`src/rtl/s2i_pkg.sv`:
```
`timescale 1ns / 1ps
// ----------------------------------------------------------------------------
// s2i_pkg
// Shared types, character codes and helpers for the string to integer parser.
// ----------------------------------------------------------------------------
package s2i_pkg;

  // Defaults for the top-level parameters
  localparam int unsigned DEF_WIDTH     = 64;
  localparam int unsigned DEF_MAX_COUNT = 1023;

  // Result queue depth and width of the digit count field on the stream
  localparam int unsigned FIFO_DEPTH = 4;
  localparam int unsigned DIGITS_W   = 10;

  // Configuration register indexes
  localparam logic [1:0] REG_RADIX    = 2'd0;
  localparam logic [1:0] REG_SIGNED   = 2'd1;
  localparam logic [1:0] REG_SATURATE = 2'd2;

  // Bases
  localparam logic [5:0] RADIX_AUTO = 6'd0;
  localparam logic [5:0] RADIX_ONE  = 6'd1;
  localparam logic [5:0] RADIX_MAX  = 6'd36;
  localparam logic [5:0] BASE_BIN   = 6'd2;
  localparam logic [5:0] BASE_OCT   = 6'd8;
  localparam logic [5:0] BASE_DEC   = 6'd10;
  localparam logic [5:0] BASE_HEX   = 6'd16;
  localparam logic [5:0] DIGIT_NONE = 6'd63;

  // ASCII codes
  localparam logic [7:0] CH_SPACE = 8'h20;
  localparam logic [7:0] CH_PLUS  = 8'h2B;
  localparam logic [7:0] CH_MINUS = 8'h2D;
  localparam logic [7:0] CH_DIG0  = 8'h30;
  localparam logic [7:0] CH_DIG9  = 8'h39;
  localparam logic [7:0] CH_UP_A  = 8'h41;
  localparam logic [7:0] CH_UP_B  = 8'h42;
  localparam logic [7:0] CH_UP_X  = 8'h58;
  localparam logic [7:0] CH_UP_Z  = 8'h5A;
  localparam logic [7:0] CH_LO_A  = 8'h61;
  localparam logic [7:0] CH_LO_B  = 8'h62;
  localparam logic [7:0] CH_LO_X  = 8'h78;
  localparam logic [7:0] CH_LO_Z  = 8'h7A;
  localparam logic [7:0] ALPHA_OFS = 8'd10;

  // Parse phases
  typedef enum logic [4:0] {
    PH_SPACE = 5'b00001,
    PH_LEAD  = 5'b00010,
    PH_ZERO  = 5'b00100,
    PH_DIGIT = 5'b01000,
    PH_STOP  = 5'b10000
  } s2i_phase_t;

  typedef struct packed {
    logic [5:0] radix;
    logic       signed_result;
    logic       saturate;
  } s2i_cfg_t;

  typedef struct packed {
    logic                bad_radix;
    logic                overflowed;
    logic [DIGITS_W-1:0] digits;
  } s2i_status_t;

  // Digit value of a character, DIGIT_NONE for anything that is not 0-9, a-z, A-Z
  function automatic logic [5:0] char_digit(input logic [7:0] c);
    logic [5:0] d;
    d = DIGIT_NONE;
    if (c >= CH_DIG0 && c <= CH_DIG9) begin
      d = 6'(c - CH_DIG0);
    end else if (c >= CH_LO_A && c <= CH_LO_Z) begin
      d = 6'(c - CH_LO_A + ALPHA_OFS);
    end else if (c >= CH_UP_A && c <= CH_UP_Z) begin
      d = 6'(c - CH_UP_A + ALPHA_OFS);
    end
    return d;
  endfunction

endpackage

```
`src/rtl/s2i_parser.sv`:
```
`timescale 1ns / 1ps
// ----------------------------------------------------------------------------
// s2i_parser
// Input register, parse state and the combinational step that updates the
// state for one character or builds the result at string end.
// ----------------------------------------------------------------------------
module s2i_parser import s2i_pkg::*; #(
  parameter int unsigned WIDTH     = DEF_WIDTH,
  parameter int unsigned MAX_COUNT = DEF_MAX_COUNT
) (
  input  logic             clk,
  input  logic             rst,
  input  s2i_cfg_t         cfg,
  input  logic             in_take,
  input  logic [7:0]       in_ch,
  input  logic             in_end,
  output logic             pend_end,
  output logic             res_valid,
  output logic [WIDTH-1:0] res_value,
  output s2i_status_t      res_status
);

  localparam int unsigned CNT_W = $clog2(MAX_COUNT + 1);
  localparam int unsigned PRD_W = WIDTH + 6;
  localparam logic [CNT_W-1:0] CNT_MAX = CNT_W'(MAX_COUNT);
  localparam logic [WIDTH-1:0] SMAX = {1'b0, {(WIDTH-1){1'b1}}};
  localparam logic [WIDTH-1:0] SMIN = {1'b1, {(WIDTH-1){1'b0}}};
  localparam logic [WIDTH-1:0] UMAX = {WIDTH{1'b1}};

  // Input register
  logic       stage_valid;
  logic [7:0] ch_q;
  logic       end_q;

  // Parse state
  s2i_phase_t       phase, phase_next;
  logic [WIDTH-1:0] acc, acc_next;
  logic             neg, neg_next;
  logic             ovf_seen, ovf_seen_next;
  logic [5:0]       base, base_next;
  logic [CNT_W-1:0] count, count_next;

  // Capture the accepted transaction
  always_ff @(posedge clk) begin
    if (rst) begin
      stage_valid <= 1'b0;
    end else begin
      stage_valid <= in_take;
    end
    if (in_take) begin
      ch_q  <= in_ch;
      end_q <= in_end;
    end
  end

  assign pend_end  = stage_valid & end_q;
  assign res_valid = stage_valid & end_q;

  // Advance the parse state by one character
  always_comb begin
    logic             bad;
    logic             take;
    logic [5:0]       digit;
    logic [PRD_W-1:0] prod;
    logic [5:0]       dflt_base;

    bad       = (cfg.radix == RADIX_ONE) || (cfg.radix > RADIX_MAX);
    digit     = char_digit(ch_q);
    take      = 1'b0;
    prod      = '0;
    dflt_base = (cfg.radix == RADIX_AUTO) ? BASE_DEC : cfg.radix;

    phase_next    = phase;
    acc_next      = acc;
    neg_next      = neg;
    ovf_seen_next = ovf_seen;
    base_next     = base;
    count_next    = count;

    if (stage_valid && !end_q && !bad) begin
      case (phase)
        PH_SPACE: begin
          if (ch_q == CH_MINUS) begin
            phase_next = PH_LEAD;
            neg_next   = 1'b1;
          end else if (ch_q == CH_PLUS) begin
            phase_next = PH_LEAD;
          end else if (ch_q == CH_DIG0) begin
            phase_next = PH_ZERO;
          end else if (ch_q != CH_SPACE) begin
            base_next  = dflt_base;
            phase_next = PH_DIGIT;
            take       = 1'b1;
          end
        end
        PH_LEAD: begin
          if (ch_q == CH_DIG0) begin
            phase_next = PH_ZERO;
          end else begin
            base_next  = dflt_base;
            phase_next = PH_DIGIT;
            take       = 1'b1;
          end
        end
        PH_ZERO: begin
          phase_next = PH_DIGIT;
          if ((cfg.radix == RADIX_AUTO || cfg.radix == BASE_HEX) &&
              (ch_q == CH_LO_X || ch_q == CH_UP_X)) begin
            base_next = BASE_HEX;
          end else if ((cfg.radix == RADIX_AUTO || cfg.radix == BASE_BIN) &&
                       (ch_q == CH_LO_B || ch_q == CH_UP_B)) begin
            base_next = BASE_BIN;
          end else begin
            // lone leading zero counts as a digit
            base_next  = (cfg.radix == RADIX_AUTO) ? BASE_OCT : cfg.radix;
            count_next = (count < CNT_MAX) ? count + 1'b1 : count;
            take       = 1'b1;
          end
        end
        PH_DIGIT: begin
          take = 1'b1;
        end
        default: begin
        end
      endcase

      // Accumulate one digit; the product overflows iff its top bits are set
      if (take) begin
        if (base_next < BASE_BIN || base_next > RADIX_MAX || digit >= base_next) begin
          phase_next = PH_STOP;
        end else begin
          count_next = (count_next < CNT_MAX) ? count_next + 1'b1 : count_next;
          if (!ovf_seen) begin
            prod = PRD_W'(acc) * PRD_W'(base_next) + PRD_W'(digit);
            if (|prod[PRD_W-1:WIDTH]) begin
              ovf_seen_next = 1'b1;
            end else begin
              acc_next = prod[WIDTH-1:0];
            end
          end
        end
      end
    end

    // String end returns the parse state to its start
    if (stage_valid && end_q) begin
      phase_next    = PH_SPACE;
      acc_next      = '0;
      neg_next      = 1'b0;
      ovf_seen_next = 1'b0;
      base_next     = '0;
      count_next    = '0;
    end
  end

  // Build the result from the state left by the last character
  always_comb begin
    logic                  bad;
    logic                  ovf;
    logic [CNT_W-1:0]      cnt;
    logic [WIDTH-1:0]      val;
    logic [CNT_W+DIGITS_W-1:0] cnt_ext;

    bad = (cfg.radix == RADIX_ONE) || (cfg.radix > RADIX_MAX);
    cnt = count;
    if (phase == PH_ZERO && cnt < CNT_MAX) begin
      cnt = count + 1'b1;
    end
    ovf = ovf_seen;
    if (!ovf && cfg.signed_result) begin
      ovf = neg ? (acc > SMIN) : (acc > SMAX);
    end
    val = neg ? (~acc + 1'b1) : acc;
    if (ovf) begin
      if (cfg.saturate) begin
        if (cfg.signed_result) begin
          val = neg ? SMIN : SMAX;
        end else begin
          val = neg ? '0 : UMAX;
        end
      end else begin
        val = '0;
        cnt = '0;
      end
    end
    if (bad) begin
      val = '0;
      cnt = '0;
      ovf = 1'b0;
    end
    cnt_ext               = {{DIGITS_W{1'b0}}, cnt};
    res_value             = val;
    res_status.bad_radix  = bad;
    res_status.overflowed = ovf;
    res_status.digits     = cnt_ext[DIGITS_W-1:0];
  end

  // Hold the parse state
  always_ff @(posedge clk) begin
    if (rst) begin
      phase    <= PH_SPACE;
      acc      <= '0;
      neg      <= 1'b0;
      ovf_seen <= 1'b0;
      base     <= '0;
      count    <= '0;
    end else begin
      phase    <= phase_next;
      acc      <= acc_next;
      neg      <= neg_next;
      ovf_seen <= ovf_seen_next;
      base     <= base_next;
      count    <= count_next;
    end
  end

endmodule

```
`src/rtl/s2i_out_fifo.sv`:
```
`timescale 1ns / 1ps
// ----------------------------------------------------------------------------
// s2i_out_fifo
// Small result queue that drives the output stream and reports its level.
// ----------------------------------------------------------------------------
module s2i_out_fifo import s2i_pkg::*; #(
  parameter int unsigned DATA_W = 80
) (
  input  logic                           clk,
  input  logic                           rst,
  input  logic                           push,
  input  logic [DATA_W-1:0]              push_data,
  output logic                           out_valid,
  input  logic                           out_ready,
  output logic [DATA_W-1:0]              out_data,
  output logic [$clog2(FIFO_DEPTH+1)-1:0] level
);

  localparam int unsigned PTR_W = $clog2(FIFO_DEPTH);
  localparam int unsigned LVL_W = $clog2(FIFO_DEPTH + 1);

  logic [DATA_W-1:0] mem [FIFO_DEPTH];
  logic [PTR_W-1:0]  wr_ptr, rd_ptr;
  logic              pop;

  assign out_valid = (level != '0);
  assign out_data  = mem[rd_ptr];
  assign pop       = out_valid & out_ready;

  // Store results
  always_ff @(posedge clk) begin
    if (push) begin
      mem[wr_ptr] <= push_data;
    end
  end

  // Advance pointers and level
  always_ff @(posedge clk) begin
    if (rst) begin
      wr_ptr <= '0;
      rd_ptr <= '0;
      level  <= '0;
    end else begin
      if (push) begin
        wr_ptr <= wr_ptr + 1'b1;
      end
      if (pop) begin
        rd_ptr <= rd_ptr + 1'b1;
      end
      level <= level + LVL_W'(push) - LVL_W'(pop);
    end
  end

endmodule

```
`src/rtl/string_to_integer_parser_core.sv`:
```
`timescale 1ns / 1ps
// ----------------------------------------------------------------------------
// string_to_integer_parser_core
// Parses an integer from a character stream in the manner of strtol.
//
//   Channel | Dir | Handshake        | Contents
//   s_*     | in  | s_tvalid/s_tready| tdata: ch; tlast: string end
//   m_*     | out | m_tvalid/m_tready| tdata: value, digits, overflow, bad radix
//   cfg_*   | in  | cfg_we           | register index and write data
//
// One character per cycle is accepted while s_tready is high. A character
// is registered, then applied to the parse state in the next cycle by one
// multiply-add and compare. A result then goes through the result queue to
// m_tvalid; the four-entry queue absorbs stalls on m_*, and s_tready drops only
// when queued and in-flight results would fill it. Reset is synchronous.
// ----------------------------------------------------------------------------
module string_to_integer_parser_core import s2i_pkg::*; #(
  parameter int unsigned WIDTH     = DEF_WIDTH,
  parameter int unsigned MAX_COUNT = DEF_MAX_COUNT
) (
  input  logic                                   clk,
  input  logic                                   rst,
  input  logic                                   s_tvalid,
  output logic                                   s_tready,
  input  logic [7:0]                             s_tdata,  // [7:0] ch
  input  logic                                   s_tlast,
  output logic                                   m_tvalid,
  input  logic                                   m_tready,
  // value, digits_consumed (10), overflowed, bad_radix, zero pad
  output logic [((WIDTH+DIGITS_W+2+7)/8)*8-1:0]  m_tdata,
  input  logic                                   cfg_we,
  input  logic [1:0]                             cfg_addr,
  input  logic [5:0]                             cfg_wdata
);

  localparam int unsigned OUT_W = ((WIDTH + DIGITS_W + 2 + 7) / 8) * 8;
  localparam int unsigned LVL_W = $clog2(FIFO_DEPTH + 1);

  s2i_cfg_t         cfg;
  logic             in_take;
  logic             pend_end;
  logic             res_valid;
  logic [WIDTH-1:0] res_value;
  s2i_status_t      res_status;
  logic [LVL_W-1:0] level;

  // Configuration registers
  always_ff @(posedge clk) begin
    if (rst) begin
      cfg.radix         <= RADIX_AUTO;
      cfg.signed_result <= 1'b1;
      cfg.saturate      <= 1'b0;
    end else if (cfg_we) begin
      case (cfg_addr)
        REG_RADIX:    cfg.radix         <= cfg_wdata;
        REG_SIGNED:   cfg.signed_result <= cfg_wdata[0];
        REG_SATURATE: cfg.saturate      <= cfg_wdata[0];
        default: begin
        end
      endcase
    end
  end

  // Accept while queued plus in-flight results leave a free entry
  assign s_tready = (level + LVL_W'(pend_end)) < LVL_W'(FIFO_DEPTH);
  assign in_take  = s_tvalid & s_tready;

  s2i_parser #(
    .WIDTH     (WIDTH),
    .MAX_COUNT (MAX_COUNT)
  ) u_parser (
    .clk        (clk),
    .rst        (rst),
    .cfg        (cfg),
    .in_take    (in_take),
    .in_ch      (s_tdata),
    .in_end     (s_tlast),
    .pend_end   (pend_end),
    .res_valid  (res_valid),
    .res_value  (res_value),
    .res_status (res_status)
  );

  s2i_out_fifo #(
    .DATA_W (OUT_W)
  ) u_out_fifo (
    .clk       (clk),
    .rst       (rst),
    .push      (res_valid),
    .push_data (OUT_W'({res_status.bad_radix, res_status.overflowed,
                        res_status.digits, res_value})),
    .out_valid (m_tvalid),
    .out_ready (m_tready),
    .out_data  (m_tdata),
    .level     (level)
  );

`ifndef SYNTHESIS
  // A string-end transaction shows up as a pending result in the next cycle
  a_end_to_pending: assert property (@(posedge clk) disable iff (rst)
    (s_tvalid && s_tready && s_tlast) |=> pend_end)
    else $error("string end not registered");

  // Never push into a full queue unless it pops in the same cycle
  a_no_overrun: assert property (@(posedge clk) disable iff (rst)
    res_valid |-> (level < LVL_W'(FIFO_DEPTH) || (m_tvalid && m_tready)))
    else $error("result queue overrun");

  // A bad radix yields an all-zero result
  a_bad_radix_zero: assert property (@(posedge clk) disable iff (rst)
    (res_valid && res_status.bad_radix) |->
      (res_value == '0 && res_status.digits == '0 && !res_status.overflowed))
    else $error("bad radix result not zero");

  // Overflow without saturation reports no digits
  a_ovf_no_digits: assert property (@(posedge clk) disable iff (rst)
    (res_valid && res_status.overflowed && !cfg.saturate) |->
      (res_status.digits == '0 && res_value == '0))
    else $error("overflow without saturation kept digits");
`endif

endmodule
```
`config.mk`:
```
export PLATFORM = sky130hd
export DESIGN_NAME = string_to_integer_parser_core
export DESIGN_NICKNAME = d
export VERILOG_FILES = /design/src/rtl/s2i_pkg.sv /design/src/rtl/s2i_parser.sv /design/src/rtl/s2i_out_fifo.sv /design/src/rtl/string_to_integer_parser_core.sv
export SDC_FILE = /design/constraint.sdc
export NUM_CORES = 1
export LEC_CHECK = 0
export ABC_AREA = 1
export BUFFER_PORTS_ARGS = -buffer_cell sky130_fd_sc_hd__buf_2
export CAP_MARGIN = 30
export CORE_UTILIZATION = 61
export DETAILED_ROUTE_END_ITERATION = 10
export PLACE_DENSITY = 0.86
export SETUP_SLACK_MARGIN = 0.3
export SYNTH_ARGS = -nofsm -noshare
export SYNTH_HDL_FRONTEND = slang
export SYNTH_SLANG_ARGS = --single-unit
```
`constraint.sdc`:
```
create_clock -name clk -period 8 [get_ports clk]
set_clock_uncertainty 0.05 [all_clocks]
set_input_delay 0.4 -clock clk [delete_from_list [all_inputs] [get_ports clk]]
set_output_delay 0.4 -clock clk [all_outputs]
set_load 0.01 [all_outputs]
```
[Yosys cells after proc, flatten, opt, wreduce, memory -nomap -nowiden]
Memories as Yosys holds them, arrays and structs flattened. A register that Yosys moved wholly into a read port is not among the register bits.
Cells that the tools add are included.
W data, S select, Z words.
Storage, ports and cells
  register bits: 112
  memory bits (writable): 304
  input bits: 22
  output and inout port bits: 82
  word-level logic and storage cells: 159
  memories kept: 1
Memories
  u_out_fifo.mem: words 4, width 76, read ports 1, clocked after memory_dff 1, write ports 1, line s2i_out_fifo.sv:22  | logic [DATA_W-1:0] mem [FIFO_DEPTH];
Cells by class
  $add $sub $neg: 13
  multipliers: 1
  magnitude comparators: 15
  equal/unequal tests: 17
  mux-type cells: 59
  bitwise logic cells: 7
  reductions and logical operators: 31
Operator list (number)
  $mux W64: 7
  $mux W10: 12
  $mux W6: 13
  $add A70 B6 Y70: 1
  $mul A64 B6 Y70: 1
  $add A64 B1 Y64 const B: 1
  $gt A64 B63 Y1 const B: 1
  $gt A64 B64 Y1 const B: 1
  $not A64 Y64: 1
  $eq A8 B7 Y1 const B: 4
  $mux W5: 6
  $eq A8 B6 Y1 const B: 3
  $add A10 B1 Y10 const B: 2
  $lt A10 B10 Y1 const B: 2
  $pmux W6 S3: 1
  $ge A8 B7 Y1 const B: 2
  $le A8 B7 Y1 const B: 2
  $mux W1: 15
  $pmux W5 S3: 1
  $add A6 B4 Y6 const B: 2
  $gt A6 B6 Y1 const B: 2
  $sub A6 B6 Y6 const B: 2
  $logic_and A1 B1 Y1: 10
  $ge A8 B6 Y1 const B: 1
  other kinds (33): 50

[Logic depth before layout (Yosys ltp)]
Gate-level depths: netlist (run 1).
  depth after elaboration: 13
  mapped depth: 45
  depth with buffers taken out: 42

[Modules after synthesis]
A second synthesis (run 1) with hierarchy kept.
Second synthesis, totals
  cells, all modules: 4149
  area, all modules: 33856.2 um2
Modules (own cells, without submodules)
  s2i_parser: instances 1, cells an instance 3251, area an instance 21165.3 um2, sequential area each 2031.9 um2
  s2i_out_fifo: instances 1, cells an instance 835, area an instance 12281.8 um2, sequential area each 9789.4 um2
  string_to_integer_parser_core: instances 1, cells an instance 63, area an instance 409.1 um2, sequential area each 160.2 um2

[Worst setup path after synthesis (run 1)]
No wires, ideal clock.
  path type: flip-flop to flip-flop
  from: register u_parser.ch_q[1]
  to: register u_parser.acc[31]
  setup time: 70 ps
  data arrival time: 6344 ps
  required time: 7880 ps
  slack: 1535 ps
  cell stages (with the launch flop): 42
  buffers on the path: 3
  period minus slack after synthesis: 6465 ps
  cell sequence: edfxtp_1 -> inv_1 -> ha_1 -> nand3_1 -> nor2_2 -> nor2_2 -> nand3_4 -> nand3_1 -> nand2_1 -> inv_1 -> nor2_1 -> nand2_1 -> clkbuf_1 -> clkbuf_1 -> nand2_1 -> inv_1 -> fa_1 -> inv_1 -> [... 6 more ...] -> ha_1 -> nand2_1 -> nor2_1 -> nand3_1 -> nand2_1 -> nand3_1 -> nand2_1 -> nand2_1 -> nand2_1 -> nand2_1 -> nand3_1 -> nand4_1 -> nor2_1 -> nand3_1 -> nor2_8 -> buf_6 -> nand3_1 -> a21oi_1
Between the ends
  longest elaborated chain between the ends: 12
  elaborated cells on any way between the ends: 58
  those cells by class: 6 x add/sub; 1 x mul; 9 x order compare; 8 x eq/ne; 21 x mux; 2 x bitwise; 11 x reduce/logical
Ends and longest elaborated chain
  from (decl): line s2i_parser.sv:32  | logic [7:0] ch_q;
  from (signal assigned): line s2i_parser.sv:51  | ch_q <= in_ch;
  $ne A8 B6 Y1 / $eq A8 B7 Y1 (equally long branches): line s2i_parser.sv:90, s2i_parser.sv:111
  $mux W6 / $logic_or A1 B1 Y1 (equally long branches): line s2i_parser.sv:90, s2i_parser.sv:111
  $mux W6 / $logic_and A1 B1 Y1 (equally long branches): line s2i_parser.sv:88, s2i_parser.sv:110
  $mux W6 (on tied branches): line s2i_parser.sv:86, s2i_parser.sv:110
  $mux W6 (on tied branches): line s2i_parser.sv:83, s2i_parser.sv:107
  $pmux W6 S3: line s2i_parser.sv:81  | case (phase)
  $mux W6: line s2i_parser.sv:80  | if (stage_valid && !end_q && !bad) begin
  $mul A64 B6 Y70 (tied with other cells): line s2i_parser.sv:134  | prod = PRD_W'(acc) * PRD_W'(base_next) + PRD_W'(digit);
  $add A70 B6 Y70 / $logic_or A1 B1 Y1 (equally long branches): line s2i_parser.sv:134, s2i_parser.sv:129
  $reduce_or A6 Y1 / $logic_or A1 B1 Y1 (equally long branches): line s2i_parser.sv:135, s2i_parser.sv:129
  $not A1 Y1 (no line)
  $reduce_and A5 Y1 (no line)
  to (signal assigned): line s2i_parser.sv:209  | acc <= acc_next;
  to (decl): line s2i_parser.sv:37  | logic [WIDTH-1:0] acc, acc_next;
Several ways; a longest one is shown, not always the timed one. The select of a mux whose other input is x is not followed.
A chain may end at the register's enable or synchronous reset.

[Final worst setup path (run 1)]
  from: register u_parser.ch_q[4]
  to: register u_parser.acc[11]
The elaborated chain is that of the path after synthesis.

==> metrics.csv, run 1 <==
stage,metric,value,unit
floorplan,io-pin-count,104,
setup_path,critPathMaxStageDelay,0.53,ns
setup_path,worst-endpoint-arrival,7.71,ns
route,drt-pass1-iter-count,9,
setup_path,cp.required,8.44,ns
pwr,total_power,6.226,mW
floorplan,rows,84,
synth,postSynthRegisterBits,418,
clock_network,cts_made_buffers,41,
synth,ys_warn_count,0,
floorplan,die_h,234.3,um
timing,final-hold-violation-count,0,
synth,synth-async-reset-ratio,0,%
synth,synth_edf_count,313,
setup_path,worstPathMaxFanout,60,
grt,grtUsageMet2,55.89,%
clock_network,cts_sinks,418,
route,antenna_left,0,
grt,use_met3,9.071,%
synth,netlist_area,0.03291,sq mm
grt,grt_pass1_wl,150400,um
route,routed_via_density,6.151,
setup_path,crit_top_cell,nand2_1,
placed_design,place_congestion,1.014,
synth,syn_inst,3977,
timing,finalCritPeriodShare,90.93,%
synth,avgSynthCellArea,8.276,sq um
synth,synthTopCellsByCount,"nor2_1 (728), nand2_1 (707), inv_1 (435), edfxtp_1 (313), o21ai_0 (263)",
grt,grt_pass1_vias,28100,
clock_network,h-tree-depth,2,
route,vias,29140,
grt,antenna_found_initial,0,
timing,maxSlewHeadroom,33.53,%
setup_path,crit_family,simple AND/OR/NAND/NOR gates,
flow_run,maxCapViolCount,0,
timing,fin_hold_ws,0.02885,ns
route,wirelength,96120,um
pwr,p_leak,16.54,nW
synth,synth_top_area_share,28.56,%
timing,fin_crit,7.274,ns
timing,tightest_slew,0.9970,ns
synth,synth_area_leaders,"edfxtp_1 (29%), fa_1 (15%), nor2_1 (8.3%)",
route,wire_per_inst,20.29,um
grt,overflow,0,
synth,synth_top_area_cell,edfxtp_1,
timing,fmax,137.5,MHz
setup_path,path_buf_inv,5,
grt,grt_busiest_layer,met2,
clock_network,clock-root-buffer,clkbuf_16,
status,status,"complete, no violations",
synth,synth-main-ff-cell,edfxtp_1,
setup_path,crit_type,reg2reg,
pwr,vdd_ir_drop_max,0.0001732,V
pwr,p_per_area,175.0,mW/mm^2
final_layout,drive_gt1_share,6.889,%
floorplan,fp.dieArea,0.05489,sq mm
final_layout,diodes,0,
route,first_iter_violations,3418,
clock_network,clkTransAtPathRegs,0.06,ns
route,drc,0,
synth,synth.most_common_cell,nor2_1,
floorplan,core,0.05297,sq mm
timing,setup_viol,0,
setup_path,cpMaxStageDelayCell,fa_1,
timing,finalMaxSlewViolations,0,
clock_network,ctsLongestPathBuffers,3,
final_layout,area_delta_synth_final,8.109,%
synth,ys_seq_area_share,34.94,%
timing,rsz0062_at_grt,false,
synth,yosysUniqueCellTypes,59,
setup_path,worst_setup_path_start_kind,register,
final_layout,nets,4465,
setup_path,crit_path_end_kind,register,
grt,grt_util_met1,46.58,%
placed_design,hpwl,70420,um
timing,final.setup.tns,0,ns
placed_design,port_buffers,99,
floorplan,start_util,62.13,%
floorplan,die_x,234.3,um
min_path,hold_class,in2reg,
grt,grt_usage,35.21,%
clock_network,cts_tree,done,
clock_network,clk-insertion-delay-late,0.59,ns
grt,grt_max_degree,101,
-- worst paths after layout --
check                             from                    to  slack [ns]  cells after the start
hold / removal                     rst   u_out_fifo.level[1]        0.03                      2
setup reg to reg      u_parser.ch_q[4]      u_parser.acc[11]        0.73                     34
hold reg to reg   u_out_fifo.rd_ptr[0]  u_out_fifo.rd_ptr[0]        0.44                      1
setup / recovery      u_parser.ch_q[4]      u_parser.acc[11]        0.73                     34
-- where the power goes --
part / internal (mW) / total [mW] / switching (mW)
clock network: 1.13 / 2.01 / 0.877
registers: 2.40 / 2.48 / 0.0781
logic: 0.510 / 1.74 / 1.23
-- area by class of cell --
class / instances / area, sq um
multi-input cells: 2949 / 19100
fillers: 4042 / 17390
flip-flops and latches: 418 / 11510
inverters: 457 / 1719
clock buffers: 46 / 1066
repair buffers: 152 / 1018
well taps: 688 / 860.8
clock inverters: 28 / 311.5
-- sequential cells by signal, indices dropped and copies added, names as in the netlist, named ones only --
register,flops
u_parser.base,6
u_parser.count,10
cfg,8
u_out_fifo.wr_ptr,2
u_parser.phase,5
u_parser.neg,1
u_out_fifo.level,3
u_parser.ovf_seen,1
u_parser.end_q,1
u_parser.ch_q,8
u_out_fifo.mem,304
u_out_fifo.rd_ptr,2
u_parser.stage_valid,1
u_parser.acc,64
-- cells in the final DEF (no fill, tap or decap), types with 10 or more instances in the layout --
cell,Yosys,routed
nand3_1,168,168
clkinv_1,4,12
buf_4,6,35
nand2_2,8,10
dfxtp_1,105,102
nand4_1,40,40
a211oi_1,10,10
inv_1,435,434
a21oi_1,239,239
inv_2,18,17
ha_1,172,172
a31oi_1,30,30
nand2_1,707,705
xnor2_1,20,20
o22ai_1,77,77
nor2_1,728,724
buf_2,7,99
edfxtp_1,313,313
clkbuf_16,0,42
nor3_1,26,26
o21bai_1,17,17
xor2_1,90,90
fa_1,252,252
o21ai_0,263,263
-- per-layer routing --
metal  vias up  wire (um)  part of all wire [%]
met1     13770      36470                    38
li1      13140          -                     -
met3       309      12090                    13
met2      1928      43860                    46
met4         0       3703                   3.9
met5         -          0                     0
-- per-stage QoR --
step / utilization (%) / setup WS, ns / std cells / cell area (sq um)
after global routing: 67.17 / 0.3241 / 4738 / 35580
after floorplan: - / 1.535 / 3980 / 32920
after CTS: 67.15 / 0.8142 / 4738 / 35570
final: 67.17 / 0.7258 / 4738 / 35580
after global placement: 64.33 / 0.9852 / 4654 / 34080
after detailed placement: 64.38 / 0.8441 / 4655 / 34100
-- worst register-to-register path, delay by kind of cell, from the launching register on --
kind / cells / cell delay [ns]
compound gates: 1 / 0.15
fa+ha+maj: 6 / 2.50
simple gates: 22 / 2.99
flops: 1 / 0.45
buf+inv: 5 / 1.07
-- logic make-up after synthesis --
family	synth area share [%]
AND/OR/NAND/NOR	21.68
XOR/XNOR	2.927
other	0.01139
AO/OA/AOI/OAI	11.32
flip-flops	34.94
adder cells (fa/ha/maj)	21.87
buffers and inverters	7.246
-- timing repair --
| action | CTS | global route |
|---|---|---|
| endpoints found under the hold margin | 9 | 0 |
| setup buffers | 0 | 0 |
| setup endpoints to repair | 0 | 31 |
| hold buffers | 9 | 0 |
| resized for setup | 0 | 3 |
(Power assumes the default switching activity.)
==> run 2: changes to the inputs <==
- HOLD_SLACK_MARGIN: not set -> 0.05
==> run 2 against run 1 <==
  * Die area unchanged
  * Largest cell class unchanged
  * Wire length is essentially flat
  * Combinational power is essentially flat
  * Total power about the same
  * Critical endpoint unchanged
  * Sequential power barely moved
  * Global-route usage is essentially flat
==> metrics.csv, run 2 (same netlist as run 1, synthesis figures left out) <==
stage,metric,value,unit
status,status,"complete, no violations",
setup_path,cp.required,8.44,ns
final_layout,final_cells,4741,
pwr,p_sw_share,35.05,%
pwr,seqPwrFrac,39.8,%
setup_path,r2r-end,u_parser.acc[11],
pwr,p_int,4.044,mW
placed_design,place_ws,0.8441,ns
min_path,hold_end,cfg[7],
route,drt-pass1-iter-count,6,
grt,grt_max_degree,101,
pwr,clkPwrFrac,32.3,%
timing,fin_crit,7.259,ns
flow_run,maxCapViolCount,0,
route,wirelength,96190,um
route,vias,29100,
placed_design,dpl-instance-area,0.03410,sq mm
timing,rsz0062_at_grt,false,
route,drc,0,
setup_path,worst_setup_path_start_kind,register,
grt,grt_util_met1,46.61,%
timing,finalMaxSlewViolations,0,
grt,grt_pass1_vias,28130,
timing,maxSlewHeadroom,32.47,%
final_layout,utilization,67.23,%
floorplan,die_h,234.3,um
clock_network,cts_tree,done,
timing,finalCritPeriodShare,90.73,%
grt,use_met3,9.071,%
final_layout,final_area,0.03561,sq mm
grt,overflow,0,
clock_network,ctsLongestPathBuffers,3,
grt,grt_pass1_wl,150600,um
setup_path,crit_type,reg2reg,
route,wire_per_inst,20.29,um
setup_path,crit_path_end_kind,register,
grt,antenna_found_initial,0,
clock_network,h-tree-depth,2,
timing,final-hold-violation-count,0,
pwr,vdd_ir_drop_max,0.0001729,V
timing,setup_ws,0.7414,ns
setup_path,ff2ff_setup_slack,0.74,ns
min_path,hp-start,cfg_wdata[5],
floorplan,core,0.05297,sq mm
timing,fin_hold_ws,0.07231,ns
placed_design,port_buffers,99,
clock_network,clk-insertion-delay-late,0.59,ns
min_path,hold_path_depth,3,
pwr,total_power,6.227,mW
clock_network,clkTransAtPathRegs,0.06,ns
setup_path,critPathMaxStageDelay,0.52,ns
setup_path,rr_worst_depth,32,
clock_network,cts_made_buffers,41,
timing,final.setup.tns,0,ns
clock_network,cts_sinks,418,
final_layout,drive_gt1_share,6.884,%
timing,tightest_slew,1.013,ns
final_layout,area_delta_synth_final,8.200,%
final_layout,layout_commonest_cell,nor2_1,
floorplan,io-pin-count,104,
setup_path,worst-endpoint-arrival,7.70,ns
floorplan,start_util,62.13,%
floorplan,rows,84,
final_layout,diodes,0,
route,routed_via_density,6.138,
route,antenna_left,0,
placed_design,hpwl,70420,um
final_layout,nFillCells,4038,
final_layout,largestRegisters,"u_out_fifo.mem (304), u_parser.acc (64), u_parser.count (10)",
setup_path,r2r-start,u_parser.ch_q[4],
pwr,combPwrFrac,27.9,%
pwr,p_leak,16.55,nW
route,first_iter_violations,3558,
min_path,hold_class,in2reg,
floorplan,die_x,234.3,um
final_layout,nets,4468,
final_layout,largest_register,u_out_fifo.mem,
grt,grt_usage,35.23,%
timing,fmax,137.8,MHz
timing,setup_viol,0,
setup_path,worstPathMaxFanout,60,
placed_design,place_congestion,1.014,
placed_design,place_inst,4655,
setup_path,cpMaxStageDelayCell,fa_1,
pwr,switchingPower,2.183,mW
final_layout,largest_reg_flops,304,
pwr,p_per_area,174.9,mW/mm^2
clock_network,clock-root-buffer,clkbuf_16,
grt,grtUsageMet2,55.96,%
floorplan,fp.dieArea,0.05489,sq mm
clock_network,postCtsSetupBuffers,0,
grt,grt_busiest_layer,met2,
final_layout,most-common-layout-cells,"nor2_1 (724), nand2_1 (705), inv_1 (434), edfxtp_1 (313), o21ai_0 (263)",
[run 2: repair_timing]
action                                  in CTS  in global routing
hold buffers                                12                  0
endpoints found under the setup margin       0                 31
gates resized for setup                      0                  3
hold endpoints to repair                    14                  0
[run 2: how the worst max path moves through the flow]
stage	startpoint	endpoint	slack [ns]	cells after the start
finish	u_parser.ch_q[4]	u_parser.acc[11]	0.74	32
global route	u_parser.ch_q[4]	u_parser.acc[10]	0.32	35
CTS	u_parser.ch_q[4]	u_parser.acc[11]	0.81	36
detailed placement	u_parser.ch_q[4]	u_parser.acc[7]	0.84	34
global placement	u_parser.ch_q[4]	u_parser.acc[12]	0.99	32
floorplan	u_parser.ch_q[1]	u_parser.acc[31]	1.54	41
[run 2: layout make-up]
class	instances	area, sq um	area share (%)
multi-input cells	2949	19100	53.63
flip-flops and latches	418	11510	32.31
inverters	457	1719	4.827
clock buffers	46	1066	2.993
repair buffers	155	1049	2.944
well taps	688	860.8	2.417
clock inverters	28	311.5	0.8749
[run 2: power groups by stage]
stage               sequential (mW)  clock, mW  combinational, mW
floorplan                      2.48          0               1.15
finish                         2.48       2.01               1.74
global route                   2.49       2.08               1.89
CTS                            2.48       2.01               1.71
detailed placement             2.52          0               1.68
global placement               2.52          0               1.64
[run 2: routing by layer]
layer	vias to the layer above	wire [um]	share of wire [%]
li1	13150	-	-
met1	13740	35960	37
met2	1902	44060	46
met3	313	12450	13
met4	0	3713	3.9
met5	-	0	0
[run 2: critical path: cells and delay by family (launching register included)]
family,cells,cell delay (ns)
DFF,1,0.45
adders and majority gates,6,2.45
AOI/OAI and AO/OA,1,0.15
buffers and inverters,5,1.09
and+or+nand+nor,20,2.93
